--- config.mk ---
export PLATFORM = sky130hd
export DESIGN_NAME = group_scaled_int8_dot_product
export DESIGN_NICKNAME = d
export VERILOG_FILES = /design/src/rtl/gsdp_pkg.sv /design/src/rtl/group_scaled_int8_dot_product.sv /design/src/rtl/gsdp_ctrl.sv /design/src/rtl/gsdp_dpath.sv
export SDC_FILE = /design/constraint.sdc
export NUM_CORES = 2
export LEC_CHECK = 0
export ABC_CLOCK_PERIOD_IN_PS = 19020
export BUFFER_PORTS_ARGS = -buffer_cell sky130_fd_sc_hd__buf_2
export CAP_MARGIN = 20
export CORE_MARGIN = 3
export CORE_UTILIZATION = 35
export CTS_BUF_LIST = sky130_fd_sc_hd__clkbuf_4 sky130_fd_sc_hd__clkbuf_8
export DETAILED_ROUTE_END_ITERATION = 12
export GPL_TIMING_DRIVEN = 1
export PLACE_DENSITY = 0.57
export SYNTH_ARGS = -nofsm -noshare
export SYNTH_HDL_FRONTEND = slang
export SYNTH_SLANG_ARGS = --single-unit
--- constraint.sdc ---
create_clock -name clk -period 19.02 [get_ports clk]
set_input_delay 5.706 -clock clk [delete_from_list [all_inputs] [get_ports clk]]
set_output_delay 5.706 -clock clk [all_outputs]
set_load 0.02 [all_outputs]
--- src/rtl/gsdp_pkg.sv ---
package gsdp_pkg;

  // field and datapath widths
  localparam int ACT_W   = 16;
  localparam int WGT_W   = 8;
  localparam int SCL_W   = 16;
  localparam int PROD_W  = ACT_W + WGT_W;
  localparam int GACC_W  = 37;
  localparam int SPROD_W = GACC_W + SCL_W;
  localparam int ACC_W   = 48;
  localparam int SUM_W   = SPROD_W + 1;
  localparam int REG_W   = 14;
  localparam int REG_MAX = 16383;

  // configuration register indexes
  localparam int CFG_IDX_W = 2;
  localparam logic [CFG_IDX_W-1:0] CFG_ROW_LENGTH  = 2'd0;
  localparam logic [CFG_IDX_W-1:0] CFG_GROUP_SIZE  = 2'd1;
  localparam logic [CFG_IDX_W-1:0] CFG_GROUP_COUNT = 2'd2;

  // configuration reset values
  localparam logic [REG_W-1:0] RST_ROW_LENGTH  = 14'd4096;
  localparam logic [REG_W-1:0] RST_GROUP_SIZE  = 14'd32;
  localparam logic [REG_W-1:0] RST_GROUP_COUNT = 14'd128;

  // row accumulator limits
  localparam logic signed [ACC_W-1:0] ACC_MAX = {1'b0, {(ACC_W-1){1'b1}}};
  localparam logic signed [ACC_W-1:0] ACC_MIN = {1'b1, {(ACC_W-1){1'b0}}};
  localparam logic signed [SUM_W-1:0] SUM_MAX =
    {{(SUM_W-ACC_W+1){1'b0}}, {(ACC_W-1){1'b1}}};
  localparam logic signed [SUM_W-1:0] SUM_MIN =
    {{(SUM_W-ACC_W+1){1'b1}}, {(ACC_W-1){1'b0}}};

  // controller to datapath commands
  typedef struct packed {
    logic load;    // capture item, product and position flags
    logic acc;     // add product into group accumulator
    logic scale;   // multiply group sum by scale
    logic rowadd;  // saturating add into row accumulator
    logic emit;    // move row result to output register, clear row
  } gsdp_cmd_t;

  // datapath to controller status
  typedef struct packed {
    logic row_end;
    logic grp_end;
  } gsdp_stat_t;

endpackage

--- src/rtl/group_scaled_int8_dot_product.sv ---
// Channel  | Direction | Handshake            | Payload
// in       | input     | in_valid / in_stall  | in_activation, in_weight, in_scale
// out      | output    | out_valid / out_stall| out_dot_sum, out_saturated
// cfg      | input     | cfg_valid / cfg_ready| cfg_index, cfg_data
//
// An item is loaded into the product register and added into the group
// accumulator; an item that closes a group then takes the group scale multiply
// and the saturating row add. An item that closes a row also loads the output
// register, waiting while the previous result is still stalled there.
// Reset (rst_n low, synchronous) restores the register defaults and clears the row.
// cfg_ready is always high; writes take effect for the next item.
module group_scaled_int8_dot_product #(
  parameter int MAX_ROW_LENGTH = 8192
) (
  input  logic                                  clk,
  input  logic                                  rst_n,
  input  logic                                  in_valid,
  output logic                                  in_stall,
  input  logic signed [gsdp_pkg::ACT_W-1:0]     in_activation,
  input  logic signed [gsdp_pkg::WGT_W-1:0]     in_weight,
  input  logic signed [gsdp_pkg::SCL_W-1:0]     in_scale,
  output logic                                  out_valid,
  input  logic                                  out_stall,
  output logic signed [gsdp_pkg::ACC_W-1:0]     out_dot_sum,
  output logic                                  out_saturated,
  input  logic                                  cfg_valid,
  output logic                                  cfg_ready,
  input  logic [gsdp_pkg::CFG_IDX_W-1:0]        cfg_index,
  input  logic [gsdp_pkg::REG_W-1:0]            cfg_data
);

  gsdp_pkg::gsdp_cmd_t  cmd;
  gsdp_pkg::gsdp_stat_t stat;

  assign cfg_ready = 1'b1;

  gsdp_ctrl u_ctrl (
    .clk       (clk),
    .rst_n     (rst_n),
    .in_valid  (in_valid),
    .in_stall  (in_stall),
    .out_valid (out_valid),
    .out_stall (out_stall),
    .stat      (stat),
    .cmd       (cmd)
  );

  gsdp_dpath #(
    .MAX_ROW_LENGTH (MAX_ROW_LENGTH)
  ) u_dpath (
    .clk           (clk),
    .rst_n         (rst_n),
    .cfg_valid     (cfg_valid),
    .cfg_index     (cfg_index),
    .cfg_data      (cfg_data),
    .in_activation (in_activation),
    .in_weight     (in_weight),
    .in_scale      (in_scale),
    .cmd           (cmd),
    .stat          (stat),
    .out_dot_sum   (out_dot_sum),
    .out_saturated (out_saturated)
  );

`ifndef SYNTH
  // one datapath command at a time
  a_cmd_onehot: assert property (@(posedge clk) disable iff (!rst_n)
    $onehot0({cmd.load, cmd.acc, cmd.scale, cmd.rowadd, cmd.emit}))
    else $error("more than one datapath command");

  // a taken item blocks the input channel in the next cycle
  a_accept_blocks: assert property (@(posedge clk) disable iff (!rst_n)
    (in_valid && !in_stall) |=> in_stall)
    else $error("input accepted while item in flight");

  // scale multiply is always followed by the row add
  a_scale_then_row: assert property (@(posedge clk) disable iff (!rst_n)
    cmd.scale |=> cmd.rowadd)
    else $error("row add missing after scale multiply");

  // a loaded result shows as a valid output beat
  a_emit_valid: assert property (@(posedge clk) disable iff (!rst_n)
    cmd.emit |=> out_valid)
    else $error("result loaded without output valid");
`endif

endmodule

--- src/rtl/gsdp_ctrl.sv ---
module gsdp_ctrl (
  input  logic                 clk,
  input  logic                 rst_n,
  input  logic                 in_valid,
  output logic                 in_stall,
  output logic                 out_valid,
  input  logic                 out_stall,
  input  gsdp_pkg::gsdp_stat_t stat,
  output gsdp_pkg::gsdp_cmd_t  cmd
);

  typedef enum logic [4:0] {
    S_IDLE  = 5'b00001,
    S_ACC   = 5'b00010,
    S_SCALE = 5'b00100,
    S_ROW   = 5'b01000,
    S_OUT   = 5'b10000
  } state_t;

  state_t state_r, state_nxt;
  logic   out_valid_r, out_valid_nxt;
  logic   out_free;

  assign in_stall  = (state_r != S_IDLE);
  assign out_valid = out_valid_r;
  assign out_free  = !out_valid_r || !out_stall;

  // sequencing and commands
  always_comb begin
    state_nxt = state_r;
    cmd       = '0;
    case (state_r)
      S_IDLE: begin
        if (in_valid) begin
          cmd.load  = 1'b1;
          state_nxt = S_ACC;
        end
      end
      S_ACC: begin
        cmd.acc   = 1'b1;
        state_nxt = stat.grp_end ? S_SCALE : S_IDLE;
      end
      S_SCALE: begin
        cmd.scale = 1'b1;
        state_nxt = S_ROW;
      end
      S_ROW: begin
        cmd.rowadd = 1'b1;
        state_nxt  = stat.row_end ? S_OUT : S_IDLE;
      end
      S_OUT: begin
        if (out_free) begin
          cmd.emit  = 1'b1;
          state_nxt = S_IDLE;
        end
      end
      default: state_nxt = S_IDLE;
    endcase
  end

  // output beat valid
  always_comb begin
    out_valid_nxt = out_valid_r;
    if (cmd.emit) begin
      out_valid_nxt = 1'b1;
    end else if (!out_stall) begin
      out_valid_nxt = 1'b0;
    end
  end

  always_ff @(posedge clk) begin
    if (!rst_n) begin
      state_r     <= S_IDLE;
      out_valid_r <= 1'b0;
    end else begin
      state_r     <= state_nxt;
      out_valid_r <= out_valid_nxt;
    end
  end

endmodule

--- src/rtl/gsdp_dpath.sv ---
module gsdp_dpath #(
  parameter int MAX_ROW_LENGTH = 8192
) (
  input  logic                                  clk,
  input  logic                                  rst_n,
  input  logic                                  cfg_valid,
  input  logic [gsdp_pkg::CFG_IDX_W-1:0]        cfg_index,
  input  logic [gsdp_pkg::REG_W-1:0]            cfg_data,
  input  logic signed [gsdp_pkg::ACT_W-1:0]     in_activation,
  input  logic signed [gsdp_pkg::WGT_W-1:0]     in_weight,
  input  logic signed [gsdp_pkg::SCL_W-1:0]     in_scale,
  input  gsdp_pkg::gsdp_cmd_t                   cmd,
  output gsdp_pkg::gsdp_stat_t                  stat,
  output logic signed [gsdp_pkg::ACC_W-1:0]     out_dot_sum,
  output logic                                  out_saturated
);

  localparam int EFF_MAX = (MAX_ROW_LENGTH > gsdp_pkg::REG_MAX) ?
                           gsdp_pkg::REG_MAX : MAX_ROW_LENGTH;
  localparam int CNT_W   = $clog2(EFF_MAX + 1);
  localparam int REG_W   = gsdp_pkg::REG_W;

  // configuration
  logic [REG_W-1:0] row_length_r, group_size_r, group_count_r;

  // position counters
  logic [CNT_W-1:0] elem_r, idx_r;
  logic [REG_W-1:0] grp_idx_r;
  logic             row_end_r, grp_end_r, add_en_r;

  // arithmetic
  logic signed [gsdp_pkg::PROD_W-1:0]  prod_mul, prod_r;
  logic signed [gsdp_pkg::SCL_W-1:0]   scale_r;
  logic signed [gsdp_pkg::GACC_W-1:0]  gacc_r, prod_ext;
  logic signed [gsdp_pkg::SPROD_W-1:0] sprod_mul, sprod_r;
  logic signed [gsdp_pkg::ACC_W-1:0]   row_acc_r, dot_sum_r;
  logic signed [gsdp_pkg::SUM_W-1:0]   row_sum;
  logic                                clip_r, sat_out_r;

  logic [REG_W-1:0] rl_eff, gs_eff;
  logic [CNT_W-1:0] elem_inc, idx_inc;
  logic             item_row_end, item_grp_end, item_add_en;

  // register writes
  always_ff @(posedge clk) begin
    if (!rst_n) begin
      row_length_r  <= gsdp_pkg::RST_ROW_LENGTH;
      group_size_r  <= gsdp_pkg::RST_GROUP_SIZE;
      group_count_r <= gsdp_pkg::RST_GROUP_COUNT;
    end else if (cfg_valid) begin
      case (cfg_index)
        gsdp_pkg::CFG_ROW_LENGTH:  row_length_r  <= cfg_data;
        gsdp_pkg::CFG_GROUP_SIZE:  group_size_r  <= cfg_data;
        gsdp_pkg::CFG_GROUP_COUNT: group_count_r <= cfg_data;
        default: ;
      endcase
    end
  end

  // effective lengths and position flags for the arriving item
  always_comb begin
    if (row_length_r == '0) begin
      rl_eff = REG_W'(1);
    end else if (row_length_r > REG_W'(EFF_MAX)) begin
      rl_eff = REG_W'(EFF_MAX);
    end else begin
      rl_eff = row_length_r;
    end
    gs_eff       = (group_size_r == '0) ? REG_W'(1) : group_size_r;
    elem_inc     = elem_r + CNT_W'(1);
    idx_inc      = idx_r + CNT_W'(1);
    item_row_end = REG_W'(elem_inc) >= rl_eff;
    item_grp_end = item_row_end || (REG_W'(idx_inc) >= gs_eff);
    item_add_en  = grp_idx_r < group_count_r;
  end

  // counters advance as the item is taken
  always_ff @(posedge clk) begin
    if (!rst_n) begin
      elem_r    <= '0;
      idx_r     <= '0;
      grp_idx_r <= '0;
      row_end_r <= 1'b0;
      grp_end_r <= 1'b0;
      add_en_r  <= 1'b0;
    end else if (cmd.load) begin
      row_end_r <= item_row_end;
      grp_end_r <= item_grp_end;
      add_en_r  <= item_add_en;
      if (item_row_end) begin
        elem_r    <= '0;
        idx_r     <= '0;
        grp_idx_r <= '0;
      end else begin
        elem_r <= elem_inc;
        if (item_grp_end) begin
          idx_r <= '0;
          if (grp_idx_r != REG_W'(gsdp_pkg::REG_MAX)) begin
            grp_idx_r <= grp_idx_r + REG_W'(1);
          end
        end else begin
          idx_r <= idx_inc;
        end
      end
    end
  end

  // element product, registered
  assign prod_mul =
    $signed({{gsdp_pkg::WGT_W{in_activation[gsdp_pkg::ACT_W-1]}}, in_activation}) *
    $signed({{gsdp_pkg::ACT_W{in_weight[gsdp_pkg::WGT_W-1]}}, in_weight});

  always_ff @(posedge clk) begin
    if (cmd.load) begin
      prod_r  <= prod_mul;
      scale_r <= in_scale;
    end
  end

  // group accumulate and group scale multiply
  assign prod_ext  = {{(gsdp_pkg::GACC_W-gsdp_pkg::PROD_W){prod_r[gsdp_pkg::PROD_W-1]}},
                      prod_r};
  assign sprod_mul =
    $signed({{gsdp_pkg::SCL_W{gacc_r[gsdp_pkg::GACC_W-1]}}, gacc_r}) *
    $signed({{gsdp_pkg::GACC_W{scale_r[gsdp_pkg::SCL_W-1]}}, scale_r});

  always_ff @(posedge clk) begin
    if (!rst_n) begin
      gacc_r <= '0;
    end else if (cmd.acc) begin
      gacc_r <= gacc_r + prod_ext;
    end else if (cmd.scale) begin
      gacc_r <= '0;
    end
  end

  always_ff @(posedge clk) begin
    if (cmd.scale) begin
      sprod_r <= sprod_mul;
    end
  end

  // saturating row accumulate and result hand-off
  assign row_sum = {{(gsdp_pkg::SUM_W-gsdp_pkg::ACC_W){row_acc_r[gsdp_pkg::ACC_W-1]}},
                    row_acc_r}
                 + {sprod_r[gsdp_pkg::SPROD_W-1], sprod_r};

  always_ff @(posedge clk) begin
    if (!rst_n) begin
      row_acc_r <= '0;
      clip_r    <= 1'b0;
    end else if (cmd.rowadd && add_en_r) begin
      if (row_sum > gsdp_pkg::SUM_MAX) begin
        row_acc_r <= gsdp_pkg::ACC_MAX;
        clip_r    <= 1'b1;
      end else if (row_sum < gsdp_pkg::SUM_MIN) begin
        row_acc_r <= gsdp_pkg::ACC_MIN;
        clip_r    <= 1'b1;
      end else begin
        row_acc_r <= row_sum[gsdp_pkg::ACC_W-1:0];
      end
    end else if (cmd.emit) begin
      row_acc_r <= '0;
      clip_r    <= 1'b0;
    end
  end

  always_ff @(posedge clk) begin
    if (cmd.emit) begin
      dot_sum_r <= row_acc_r;
      sat_out_r <= clip_r;
    end
  end

  assign stat.row_end  = row_end_r;
  assign stat.grp_end  = grp_end_r;
  assign out_dot_sum   = dot_sum_r;
  assign out_saturated = sat_out_r;

endmodule
==> metrics.cfg <==
[status]
status=finished clean

[synth]
synth_top_area_frac=0.3172
netlist_instances=4595
avgSynthCellArea_um2=9.079
synth_edf_count=142
syn_nets=5619
synth-async-reset-ratio=0
syn-cell-area_um2=41720
synth.distinct_cells=86
synthFlopType=dfxtp_1
yosysWarningCount=0
ys_seq_area_frac=0.1881
synth.largest_area_cell=fa_1
synth.area.top_cells=fa_1, edfxtp_1, ha_1, dfxtp_1, inv_1
synth_seq_cells=321

[critical_path]
worstPathRequired_ns=19.43
cp_max_fo=16
cpPeakStageDelay_ns=0.53
cp-end-kind=register
reg2reg_slack_ns=11.20
path_class=in -> reg
timing.rr.end=u_dpath.sprod_r[50]$_DFFE_PP_
crit-reg2reg-launch=u_dpath.gacc_r[13]$_SDFFE_PN0P_
reg2regPathDepth=21
path_cells=buf_2 -> inv_1 -> fa_1 -> fa_1 -> inv_1 -> fa_1 -> inv_1 -> fa_1 -> inv_1 -> ha_1 -> o21ai_0 -> a21boi_0 -> o21ai_0 -> a21boi_0 -> o21ai_0 -> a21o_1 -> a311oi_1 -> o21ai_0 -> a21boi_0 -> o41ai_1 -> xnor2_1
cp_slowest_cell=fa_1
arrival_ns=10.75
start_kind=input port

[worst_hold_path]
min_from=u_dpath.clip_r$_SDFFE_PN0P_
min_path_type=reg -> reg
whs_endpoint=u_dpath.out_saturated$_DFFE_PP_
hold_depth=0

[final_layout]
layout_commonest_cell=inv_1
multi_input_area_um2=29840
finalInstanceArea_um2=45230
area_delta_synth_final_pct=8.418
area.sequential_um2=7848
drive_above_1_share=0.06384
final_cell_mix=inv_1, fa_1, nand2_1
fillers=12010
fin_nets=5641
fin_util=0.3826

[clock_network]
cts_buffers=66
cts_sinks=321
cts_resized=0
cts_tree=built
clk_pin_slew_worst_paths_ns=0.05
hold_buffers=0
cts.path.max_buffers=3
post-cts-setup-buffers=0
clock_latency_ns=0.72
h-tree-depth=3
cts.root.buffer_cell=clkbuf_8

[timing]
worst_pin_slew_ns=1.048
max_freq_mhz=96.71
period_share=0.5436
finalHoldViolCount=0
rsz0062_at_grt=false
holdWs_ns=0.4519
fin_worst_skew_ns=0.05728
setup-tns-final_ns=0
relSlewSlack=0.3005
maxSlewViolCount=0
layout_min_cycle_time_ns=10.34
setup_viol=0

[routing]
vias=30180
antenna_left=0
drtIter0Drc=1714
wl_per_cell_um=16.23
firstDrtPassIters=5
drt_wl_total_um=100800
route.detailed.drc=0
vias_per_cell=4.862

[die]
die_w_um=351.3
die_area_um2=123400
die_h_um=351.3
initial_core_util=0.3528
std_cell_rows=126
io_pins=113
core_area_um2=118200

[place]
gp_congestion=0.8504
place_area_um2=43720
port_buffers=111
dpl.hpwl_um=77480

[global_route]
grt_pass1_wl_um=167300
first_global_vias=31480
antenna_found_initial=4
grt_usage=0.1678
grt_remaining_overflow=0
grt_max_degree=114

[flow_run]
maxCapViolations=0

[power_and_ir_drop]
power.leakage_nw=20.95
peakVddDrop_uv=45.33
p_per_area_nw_per_um2=70.60

[power breakdown]
group / switching (mW) / leakage [nW] / internal, mW
Combinational: 0.898 / 17.5 / 0.657
Sequential: 0.0400 / 2.65 / 0.816
Clock: 0.338 / 0.761 / 0.445
Total: 1.28 / 20.9 / 1.92
[metal layers]
metal  global-route usage  vias up  part of all wire
li1                     -    14530                 -
met1               0.2415    14860              0.49
met2               0.2621      645              0.44
met3              0.02928      139             0.054
met4              0.04083        4             0.021
met5                    0        -           0.00023
[synth_stat cells, types with 105 or more instances]
library cell    n
nor2_1        145
nand2_1       620
ha_1          302
fa_1          661
edfxtp_1      142
xnor2_1       105
and2_1        277
clkbuf_1      179
o21ai_0       125
a21oi_1       184
dfxtp_1       179
inv_1         880
[state kept, by name, indices dropped and copies added, names as in the netlist, 14 cells and up]
register,count
u_dpath.group_count_r,14
u_dpath.idx_r,14
u_dpath.grp_idx_r,14
u_dpath.row_length_r,14
u_dpath.row_acc_r,48
u_dpath.gacc_r,37
u_dpath.elem_r,14
u_dpath.sprod_r,53
u_dpath.out_dot_sum,48
u_dpath.scale_r,16
u_dpath.group_size_r,14
u_dpath.prod_r,24
[stage by stage]
step / std cells / setup WS (ns) / power (mW)
floorplan: 4595 / 8.555 / 2.068
global placement: 6082 / 8.096 / 2.409
detailed placement: 6082 / 8.041 / 2.432
CTS: 6201 / 8.756 / 3.246
global route: 6207 / 8.387 / 3.525
finish: 6207 / 8.680 / 3.193
[kinds of logic (layout without fill, tap and decap cells)]
family,count (synthesis),after routing,synth area share
and+or+nand+nor,1364,1364,0.1586
buffers and inverters,1072,1145,0.09678
adders and majority gates,963,963,0.4077
AOI/OAI and AO/OA,681,681,0.1078
DFF,321,321,0.1881
xor gates and xnor gates,187,187,0.03944
muxes,6,6,0.001440
other,1,4,0.00008988
[critical path, delay by kind of cell]
family          cells  cell delay (ns)
compound gates     10             1.96
xor+xnor            1             0.14
fa+ha+maj           5             2.36
buf+inv             5             0.58
[how the worst max path moves through the flow]
stage / from / endpoint / slack (ns) / cells after the start
final: in_weight[7] / u_dpath.prod_r[22]$_DFFE_PP_ / 8.68 / 21
after global placement: in_weight[7] / u_dpath.prod_r[22]$_DFFE_PP_ / 8.10 / 21
after floorplan: in_weight[7] / u_dpath.prod_r[22]$_DFFE_PP_ / 8.56 / 21
after CTS: in_weight[7] / u_dpath.prod_r[22]$_DFFE_PP_ / 8.76 / 21
after global routing: in_weight[7] / u_dpath.prod_r[22]$_DFFE_PP_ / 8.39 / 21
after detailed placement: in_weight[7] / u_dpath.prod_r[22]$_DFFE_PP_ / 8.04 / 21
[layout make-up]
cell class,count,area share
clock buffers,97,0.02675
inverters,880,0.07303
flip-flops and latches,321,0.1735
diodes,3,0.0001660
well taps,1536,0.04249
multi-input cells,3202,0.6598
repair buffers,146,0.01914
clock inverters,22,0.005117
Power figures use the tool's default switching activity.
